==> config.mk <==
export PLATFORM = sky130hd
export DESIGN_NAME = crc32_augmented_byte_stream_flat
export DESIGN_NICKNAME = d
export VERILOG_FILES = /design/src/hdl/crcab_pkg.sv /design/src/hdl/crcab_if.sv /design/src/hdl/crcab_acc.sv /design/src/hdl/crc32_augmented_byte_stream.sv /design/src/flat_wrapper.sv
export SDC_FILE = /design/constraint.sdc
export NUM_CORES = 1
export LEC_CHECK = 0
export BUFFER_PORTS_ARGS = -buffer_cell sky130_fd_sc_hd__buf_4
export CORE_MARGIN = 3
export CORE_UTILIZATION = 60
export CTS_CLUSTER_SIZE = 28
export DETAILED_ROUTE_END_ITERATION = 12
export PLACE_DENSITY = 0.81
export SYNTH_ARGS = -nofsm -noshare
export SYNTH_HDL_FRONTEND = slang
export SYNTH_HIERARCHICAL = 1
export SYNTH_SLANG_ARGS = --single-unit
==> constraint.sdc <==
create_clock -name clk_i -period 3.35 [get_ports clk_i]
set_input_delay 0.67 -clock clk_i [delete_from_list [all_inputs] [get_ports clk_i]]
set_output_delay 0.67 -clock clk_i [all_outputs]
set_load 0.005 [all_outputs]
==> src/hdl/crcab_pkg.sv <==
// Shared types, constants and the CRC table function for the CRC-32 byte stream block.
`timescale 1ns / 1ps
`default_nettype none

package crcab_pkg;

  localparam int unsigned ByteW   = 8;
  localparam int unsigned CrcW    = 32;
  localparam int unsigned LaneCnt = CrcW / ByteW;
  localparam int unsigned CntW    = $clog2(LaneCnt + 1);

  localparam logic [CrcW-1:0] CrcPoly = 32'h04C1_1DB7;
  localparam logic [CrcW-1:0] CrcInit = 32'hFFFF_FFFF;

  // One byte handed from the input stage to the accumulator.
  typedef struct packed {
    logic             en;
    logic             last;
    logic [ByteW-1:0] data;
  } step_t;

  // Table entry: the index in the top byte, reduced over eight MSB-first shifts.
  function automatic logic [CrcW-1:0] crc_table(input logic [ByteW-1:0] idx);
    logic [CrcW-1:0] w;
    w = {idx, {(CrcW - ByteW){1'b0}}};
    for (int k = 0; k < ByteW; k++) begin
      if (w[CrcW-1]) begin
        w = (w << 1) ^ CrcPoly;
      end else begin
        w = w << 1;
      end
    end
    return w;
  endfunction

endpackage

`default_nettype wire

==> src/hdl/crcab_if.sv <==
// Stream interfaces for the byte input and the CRC result channels.
`timescale 1ns / 1ps
`default_nettype none

interface crcab_in_if;
  logic                       valid;
  logic                       ready;
  logic [crcab_pkg::ByteW-1:0] data_byte;
  logic                       last_byte;

  modport source (output valid, output data_byte, output last_byte, input ready);
  modport sink (input valid, input data_byte, input last_byte, output ready);
endinterface

interface crcab_out_if;
  logic                       valid;
  logic                       ready;
  logic [crcab_pkg::CrcW-1:0] crc_value;

  modport source (output valid, output crc_value, input ready);
  modport sink (input valid, input crc_value, output ready);
endinterface

`default_nettype wire

==> src/hdl/crcab_acc.sv <==
// CRC accumulator: lane packing for the first four bytes, table update after that.
`timescale 1ns / 1ps
`default_nettype none

module crcab_acc (
  input  wire logic                        clk_i,
  input  wire logic                        rst_ni,
  input  wire crcab_pkg::step_t            step_i,
  output logic [crcab_pkg::CrcW-1:0]       crc_o
);

  logic [crcab_pkg::CrcW-1:0] acc_q, acc_d, acc_upd;
  logic [crcab_pkg::CntW-1:0] cnt_q, cnt_d;
  logic [crcab_pkg::CrcW-1:0] lane_word;

  // Place the byte into the lane picked by the byte count, top lane first.
  always_comb begin
    lane_word = '0;
    for (int l = 0; l < crcab_pkg::LaneCnt; l++) begin
      if (cnt_q == crcab_pkg::CntW'(l)) begin
        lane_word[crcab_pkg::CrcW-1-l*crcab_pkg::ByteW -: crcab_pkg::ByteW] = step_i.data;
      end
    end
  end

  // Next accumulator value for this byte.
  always_comb begin
    if (cnt_q < crcab_pkg::CntW'(crcab_pkg::LaneCnt)) begin
      acc_upd = acc_q ^ lane_word;
    end else begin
      acc_upd = {acc_q[crcab_pkg::CrcW-crcab_pkg::ByteW-1:0], step_i.data}
              ^ crcab_pkg::crc_table(acc_q[crcab_pkg::CrcW-1 -: crcab_pkg::ByteW]);
    end
  end

  assign crc_o = ~acc_upd;

  // State update; the last byte of a message returns to the initial state.
  always_comb begin
    acc_d = acc_q;
    cnt_d = cnt_q;
    if (step_i.en) begin
      if (step_i.last) begin
        acc_d = crcab_pkg::CrcInit;
        cnt_d = '0;
      end else begin
        acc_d = acc_upd;
        if (cnt_q < crcab_pkg::CntW'(crcab_pkg::LaneCnt)) begin
          cnt_d = cnt_q + 1'b1;
        end
      end
    end
  end

  always_ff @(posedge clk_i or negedge rst_ni) begin
    if (!rst_ni) begin
      acc_q <= crcab_pkg::CrcInit;
      cnt_q <= '0;
    end else begin
      acc_q <= acc_d;
      cnt_q <= cnt_d;
    end
  end

endmodule

`default_nettype wire

==> src/hdl/crc32_augmented_byte_stream.sv <==
// Top level of the CRC-32 byte stream block: input register, accumulator, result register.
//
//   Channel   Dir  Word contents
//   in_i      in   data_byte[7:0], last_byte
//   out_o     out  crc_value[31:0], one word per message
//
// One byte is taken per cycle while in_i.ready is high. A byte goes into an input
// register and is folded into the accumulator as it moves on, the same edge that loads
// the CRC of a message into the result register when it is the message's last byte.
// Reset returns the accumulator to all ones and empties both registers.
// in_i.ready drops only while a finished CRC waits in the result register, a last
// byte sits in the input register and out_o.ready is low.
`timescale 1ns / 1ps
`default_nettype none

module crc32_augmented_byte_stream (
  input  wire logic  clk_i,
  input  wire logic  rst_ni,
  crcab_in_if.sink   in_i,
  crcab_out_if.source out_o
);

  logic                        s1_valid_q, s1_valid_d;
  logic [crcab_pkg::ByteW-1:0] s1_data_q;
  logic                        s1_last_q;
  logic                        s1_go;
  logic                        in_take;

  logic                        out_valid_q, out_valid_d;
  logic [crcab_pkg::CrcW-1:0]  out_crc_q;
  logic [crcab_pkg::CrcW-1:0]  crc_w;
  crcab_pkg::step_t            step;

  // The held byte moves on unless it finishes a message and the result is still held.
  assign s1_go   = s1_valid_q && (!s1_last_q || !out_valid_q || out_o.ready);
  assign in_i.ready = !s1_valid_q || s1_go;
  assign in_take = in_i.valid && in_i.ready;

  assign step.en   = s1_go;
  assign step.last = s1_last_q;
  assign step.data = s1_data_q;

  crcab_acc u_acc (
    .clk_i  (clk_i),
    .rst_ni (rst_ni),
    .step_i (step),
    .crc_o  (crc_w)
  );

  // Input register.
  assign s1_valid_d = in_take || (s1_valid_q && !s1_go);

  always_ff @(posedge clk_i or negedge rst_ni) begin
    if (!rst_ni) begin
      s1_valid_q <= 1'b0;
    end else begin
      s1_valid_q <= s1_valid_d;
    end
  end

  always_ff @(posedge clk_i) begin
    if (in_take) begin
      s1_data_q <= in_i.data_byte;
      s1_last_q <= in_i.last_byte;
    end
  end

  // Result register.
  assign out_valid_d = (s1_go && s1_last_q) || (out_valid_q && !out_o.ready);

  always_ff @(posedge clk_i or negedge rst_ni) begin
    if (!rst_ni) begin
      out_valid_q <= 1'b0;
    end else begin
      out_valid_q <= out_valid_d;
    end
  end

  always_ff @(posedge clk_i) begin
    if (s1_go && s1_last_q) begin
      out_crc_q <= crc_w;
    end
  end

  assign out_o.valid     = out_valid_q;
  assign out_o.crc_value = out_crc_q;

endmodule

`default_nettype wire

==> src/flat_wrapper.sv <==
// flat-port wrapper written by rule: the top's interface ports become plain ports
module crc32_augmented_byte_stream_flat 
  (clk_i, rst_ni, in_i_valid, in_i_data_byte, in_i_last_byte, in_i_ready, out_o_valid, out_o_crc_value, out_o_ready);
  crcab_in_if in_i_i ();
  crcab_out_if out_o_i ();
  input  wire logic clk_i;
  input  wire logic rst_ni;
  input wire logic [$bits(in_i_i.valid)-1:0] in_i_valid;
  input wire logic [$bits(in_i_i.data_byte)-1:0] in_i_data_byte;
  input wire logic [$bits(in_i_i.last_byte)-1:0] in_i_last_byte;
  output wire logic [$bits(in_i_i.ready)-1:0] in_i_ready;
  output wire logic [$bits(out_o_i.valid)-1:0] out_o_valid;
  output wire logic [$bits(out_o_i.crc_value)-1:0] out_o_crc_value;
  input wire logic [$bits(out_o_i.ready)-1:0] out_o_ready;
  assign in_i_i.valid = in_i_valid;
  assign in_i_i.data_byte = in_i_data_byte;
  assign in_i_i.last_byte = in_i_last_byte;
  assign in_i_ready = in_i_i.ready;
  assign out_o_valid = out_o_i.valid;
  assign out_o_crc_value = out_o_i.crc_value;
  assign out_o_i.ready = out_o_ready;
  crc32_augmented_byte_stream u_core (.clk_i(clk_i), .rst_ni(rst_ni), .in_i(in_i_i), .out_o(out_o_i));
endmodule
### Yosys cells after proc, flatten, opt, wreduce, memory -nomap -nowiden

Index checks and enable logic that the tools add are counted.

* input port bits: 13
* word-level logic and storage cells: 65
* flip-flop bits (word level): 78
* output and inout bits: 34

* bitwise logic cells: 11
* reductions and logical operators: 18
* muxes and demuxes: 24
* equality and inequality tests: 3
* $add $sub $neg: 1
* order comparisons: 1

Operators by type and width (number)
* $mux 32: 10
* $mux 27: 8
* $not 14->14: 8
* $xor 32x32->32: 2
* $mux 8: 4
* $not 32->32: 1
* $eq 3x2->1 const B: 2
* $mux 3: 2
* $logic_and 1x1->1: 5
* $logic_not 1->1: 5
* $logic_or 1x1->1: 5
* $add 3x1->3 const B: 1
* $eq 3x1->1 const B: 1
* $logic_not 3->1: 1
* $lt 3x3->1 const B: 1
* $reduce_and 2->1: 1
* $reduce_bool 2->1: 1

### Logic depth before layout (Yosys ltp)

* depth after elaboration: 27
* gate-level depth with buffers: 10
* depth with buffers taken out: 6

### Hierarchy

The synthesis kept the hierarchy.

By module, submodules not included
* crcab_acc: sequential area each 915.9 um^2, cells an instance 422, area an instance 3387.0 um^2, times used 1
* crc32_augmented_byte_stream: sequential area each 1281.2 um^2, cells an instance 51, area an instance 1348.8 um^2, times used 1

### Least setup slack after synthesis

No wires, ideal clock.

* kind: input to register
* from: input port out_o_ready
* to: register u_core.out_crc_q, in the netlist u_core/out_o.crc_value[0] (enable)
* stages on the path: 2
* data required time: 2.929 ns
* library setup time: 0.421 ns
* buffers on the path: 0
* setup slack: 0.705 ns
* arrival time: 2.224 ns
* path through: and2b_1 > nor2_1

* cells in the longest elaborated chain, start to end: 3

RTL lines
* start: declaration: line flat_wrapper.sv:14 `input wire logic [$bits(out_o_i.ready)-1:0] out_o_ready;`
* $logic_or 1x1->1: line crc32_augmented_byte_stream.sv:35 `assign s1_go = s1_valid_q && (!s1_last_q || !out_valid_q || out_o.ready);`
* $logic_and 1x1->1: line crc32_augmented_byte_stream.sv:35
* $logic_and 1x1->1: line crc32_augmented_byte_stream.sv:80 `if (s1_go && s1_last_q) begin`
* end signal: assignment: line crc32_augmented_byte_stream.sv:81 `out_crc_q <= crc_w;`
* end: declaration: line crc32_augmented_byte_stream.sv:30 `logic [crcab_pkg::CrcW-1:0] out_crc_q;`

Every way passes these cells.
A chain may end at the register's enable or synchronous reset.

### Worst setup path in the final report

* from: register u_core/u_acc/cnt_q[2] in the netlist's numbering
* to: register u_core.out_crc_q, in the netlist u_core/out_o.crc_value[7] (data pin)

* cells in the longest elaborated chain, start to end: 5
* elaborated cells on any way between the ends: 6
* those cells by class: order compare: 1; eq/ne: 1; mux: 2; bitwise: 2

RTL lines
* start: declaration: line crcab_acc.sv:13 `logic [crcab_pkg::CntW-1:0] cnt_q, cnt_d;`
* start signal: assignment: line crcab_acc.sv:61 `cnt_q <= cnt_d;`
* $eq 3x2->1: line crcab_acc.sv:20 `if (cnt_q == crcab_pkg::CntW'(l)) begin`
* $mux 8: line crcab_acc.sv:20
* $xor 32x32->32: line crcab_acc.sv:29 `acc_upd = acc_q ^ lane_word;`
* $mux 32 (*): line crcab_acc.sv:28 `if (cnt_q < crcab_pkg::CntW'(crcab_pkg::LaneCnt)) begin`
* $not 32->32 (*): line crcab_acc.sv:36 `assign crc_o = ~acc_upd;`
* net u_core.crc_w, one bit: line crc32_augmented_byte_stream.sv:31 `logic [crcab_pkg::CrcW-1:0] crc_w;`

Mark *: on every way through the listed nets, which the timed path passes. The rest lies on a longest branch.

==> results by group <==
Routing
  – DRC: 0
  – Vias: 3,709
  – Wire length per cell: 18.4 µm
  – Initial DRC count: 307
  – Routed Antenna Nets: 0
  – Final wirelength: 11,000 µm
  – Drt pass-1 iters: 5
  – Via density: 6.18

Clocking
  – Clk sinks: 78
  – CTS Buf Count: 9
  – Clock-pin slew on the worst setup and hold paths: 0.08 ns
  – # Post-CTS Setup Buffers: 0
  – Clock Latency Late Sink: 0.36 ns
  – Root buffer cell: clkbuf_8
  – CTS resizes: 0
  – CTS tree: built
  – Clock buffer depth: 2
  – H-tree Lvls: 3
  – Cts hold-fix bufs: 0

Synth
  – Warnings, synthesis: 6
  – Main area contributors after synthesis: edfxtp_1 (26%), dfstp_2 (18%), xnor2_1 (12%), a21oi_1 (7.1%), nor2_1 (4.0%)
  – Post-Syn Nets: 491
  – Cell area after synthesis: 0.00474 mm²
  – Yosys top cell by area: edfxtp_1
  – Share of the synthesized area in the top cell type: 26.0%
  – Sequential-to-total area share from yosys stat: 46.4%
  – Post-synthesis register bit count: 78
  – Avg Cell Area, Syn: 10.0 µm²
  – Distinct cells, synth: 35
  – Syn Inst Count: 473

Setup path
  – R2R Path Start: u_core/u_acc/cnt_q[2]
  – R2R Setup Slk: 1.21 ns
  – Worst setup path category: flop to flop
  – Critical Path Start: u_core/u_acc/cnt_q[2]
  – Max stage delay on crit path: 0.58 ns
  – CP required: 3.52 ns
  – CP cell instances: inv_1 -> buf_4 -> ha_1 -> nand2_1 -> xor2_1 -> nor2_1 -> a21oi_1
  – WP data arrival: 2.31 ns
  – CP Max Fanout: 31
  – Slowest CP cell: ha_1
  – CP startpoint kind: flop
  – CP endpoint kind: flop
  – Reg2reg path depth: 7
  – End of the critical path: u_core/out_o.crc_value[7]
  – Reg2reg end: u_core/out_o.crc_value[7]

Final layout
  – Diode count: 0
  – # fillers: 582
  – Nets: 514
  – Final Non-Filler Cells: 600
  – Share of post-route cells with drive strength above 1: 23.6%
  – Area growth syn-to-layout: 11.9%

Placement
  – Dpl cells: 584
  – Port-buffer cells: 46
  – HPWL Detailed: 7280 µm
  – Final Wtd Congestion: 0.876

Power
  – Leak: 2.05 nW
  – Flop pwr share: 32.2%
  – Cell Pwr Density: 1180 mW/mm²
  – Comb power frac: 54.5%
  – Net Switching: 2.59 mW
  – VDD IR max: 0.597 mV
  – Net Sw Frac: 41.5%
  – Clk pwr share: 13.2%
  – Internal: 3.65 mW

Timing
  – Max Freq: 468 MHz
  – Final worst-path cycle share: 63.8%
  – Worst Clk Skew: 0.00946 ns
  – Slew HR: 43.2%
  – Total negative slack: 0 ns
  – Final Critical Period: 2.14 ns
  – Final number of setup-violating endpoints: 0
  – Worst slew pin tran: 0.851 ns
  – Setup repair after global routing missed its margin: false
  – Fin. max-slew vios: 0
  – Final Hold Vio Count: 0

Die
  – Chip height: 94.8 µm
  – Core Footprint: 0.00745 mm²
  – IO Pins: 47
  – DIE WIDTH: 94.8 µm
  – Die area: 0.00899 mm²
  – Row count: 31
  – Starting Density: 63.6%

Worst hold path
  – Hold WC Path Type: input pin to asynchronous set/reset pin

Outcome
  – Status: completed

Flow run
  – Max Cap Violations: 0

GRT
  – Largest net degree at the start of global routing: 51
  – Global-route wire length before repair: 17,600 µm
  – Vias in the first global route: 3,405
  – Initial antenna violation count: 0
  – Gr usage total: 25.7%
  – GR Overflow Total: 0
-- placed cells by master (no fill, tap or decap), types with 2 or more instances in the layout --
cell,n
a21oi_1,67
xnor2_1,65
buf_4,51
nor2_1,50
edfxtp_1,41
nand2_1,39
dfstp_2,32
xor2_1,20
o22ai_1,16
o21ai_0,13
o221a_2,13
a21boi_0,12
nand3_1,12
and3_1,11
clkbuf_8,9
nor3_1,6
dfrtp_1,5
ha_1,5
inv_1,4
bufinv_16,3
xnor2_2,3
xnor3_1,3
clkinv_1,2
clkbuf_1,2
nand2b_1,2
xor3_1,2
and2_1,2
a31oi_1,2
-- final cells by class --
cell class / count / area (µm²) / share of cell area, %
multi-input combinational: 351 / 2330 / 44.0
timing repair buffer: 52 / 403 / 7.60
sequential: 78 / 2200 / 41.5
inverter: 4 / 15.0 / 0.283
clock buffer: 11 / 131 / 2.48
clock inverter: 5 / 97.6 / 1.84
tap: 99 / 124 / 2.34
-- power by group through the flow --
stage / Combinational [mW] / Clock (mW) / Sequential, mW
after floorplan: 2.78 / 0 / 1.78
after global placement: 3.23 / 0 / 2.00
after detailed placement: 3.33 / 0 / 2.01
after CTS: 3.36 / 0.836 / 2.00
after global routing: 3.71 / 0.879 / 2.05
final: 3.40 / 0.826 / 2.01
-- how the worst min path moves through the flow --
stage,start,end,slack (ns),cells past startpoint
final,rst_ni,u_core/s1_valid_q,0.27,1
after global placement,u_core/u_acc/acc_q[21],u_core/u_acc/acc_q[21],0.51,2
after detailed placement,u_core/u_acc/acc_q[20],u_core/u_acc/acc_q[20],0.52,2
after global routing,rst_ni,u_core/s1_valid_q,0.31,1
after floorplan,rst_ni,u_core/out_o.valid,0.37,0
after CTS,rst_ni,u_core/s1_valid_q,0.29,1
-- registers in the layout, indices dropped and copies added (netlist names) --
register / flops
u_core/out_o.valid: 1
u_core/u_acc/acc_q: 32
u_core/out_o.crc_value: 32
u_core/s1_last_q: 1
u_core/u_acc/cnt_q: 3
u_core/s1_data_q: 8
u_core/s1_valid_q: 1
-- cells by family after synthesis --
logic type | synth area share [%]
compound gates | 16.0
simple gates | 12.1
buf+inv | 4.49
flops | 46.4
fa+ha+maj | 1.32
xor+xnor | 19.7
-- metal layers --
layer | track usage, % | part of all wire, %
met1 | 35.0 | 42
met2 | 41.1 | 49
met3 | 5.18 | 7.2
met4 | 8.77 | 1.8
met5 | 0 | 0
-- worst max-delay path: cells and delay by family (launching register included) --
family	cells	cell delay (ns)
AND/OR/NAND/NOR	2	0.23
AO/OA/AOI/OAI	1	0.22
XOR/XNOR	1	0.17
buffers and inverters	2	0.36
adder cells (fa/ha/maj)	1	0.58
flip-flops	1	0.39
-- synth_stat cells, drive strengths merged --
cell and n:
a21boi 13, a21oi 67, a31oi 2, and2 3
and2b 1, and3 11, buf 13, clkbuf 27
dfrtp 5, dfstp 32, edfxtp 41, ha 5
inv 4, nand2 39, nand2b 2, nand3 12
nand4b 1, nor2 51, nor2b 1, nor3 6
o21ai 13, o221a 13, o22ai 16, or2 1
xnor2 68, xnor3 4, xor2 20, xor3 2
-- stage by stage --
stage	setup slack (ns)	util (%)	hold slack [ns]	power, mW	area (µm²)
2_1_floorplan	0.705	-	0.374	4.56	4740
3_3_place_gp	1.04	68.1	0.513	5.23	5070
3_5_place_dp	0.972	68.1	0.524	5.34	5070
4_1_cts	1.28	71.2	0.294	6.20	5300
5_1_grt	1.08	71.2	0.308	6.64	5300
6_report	1.21	71.2	0.274	6.24	5300
Power figures use the tool's default switching activity.
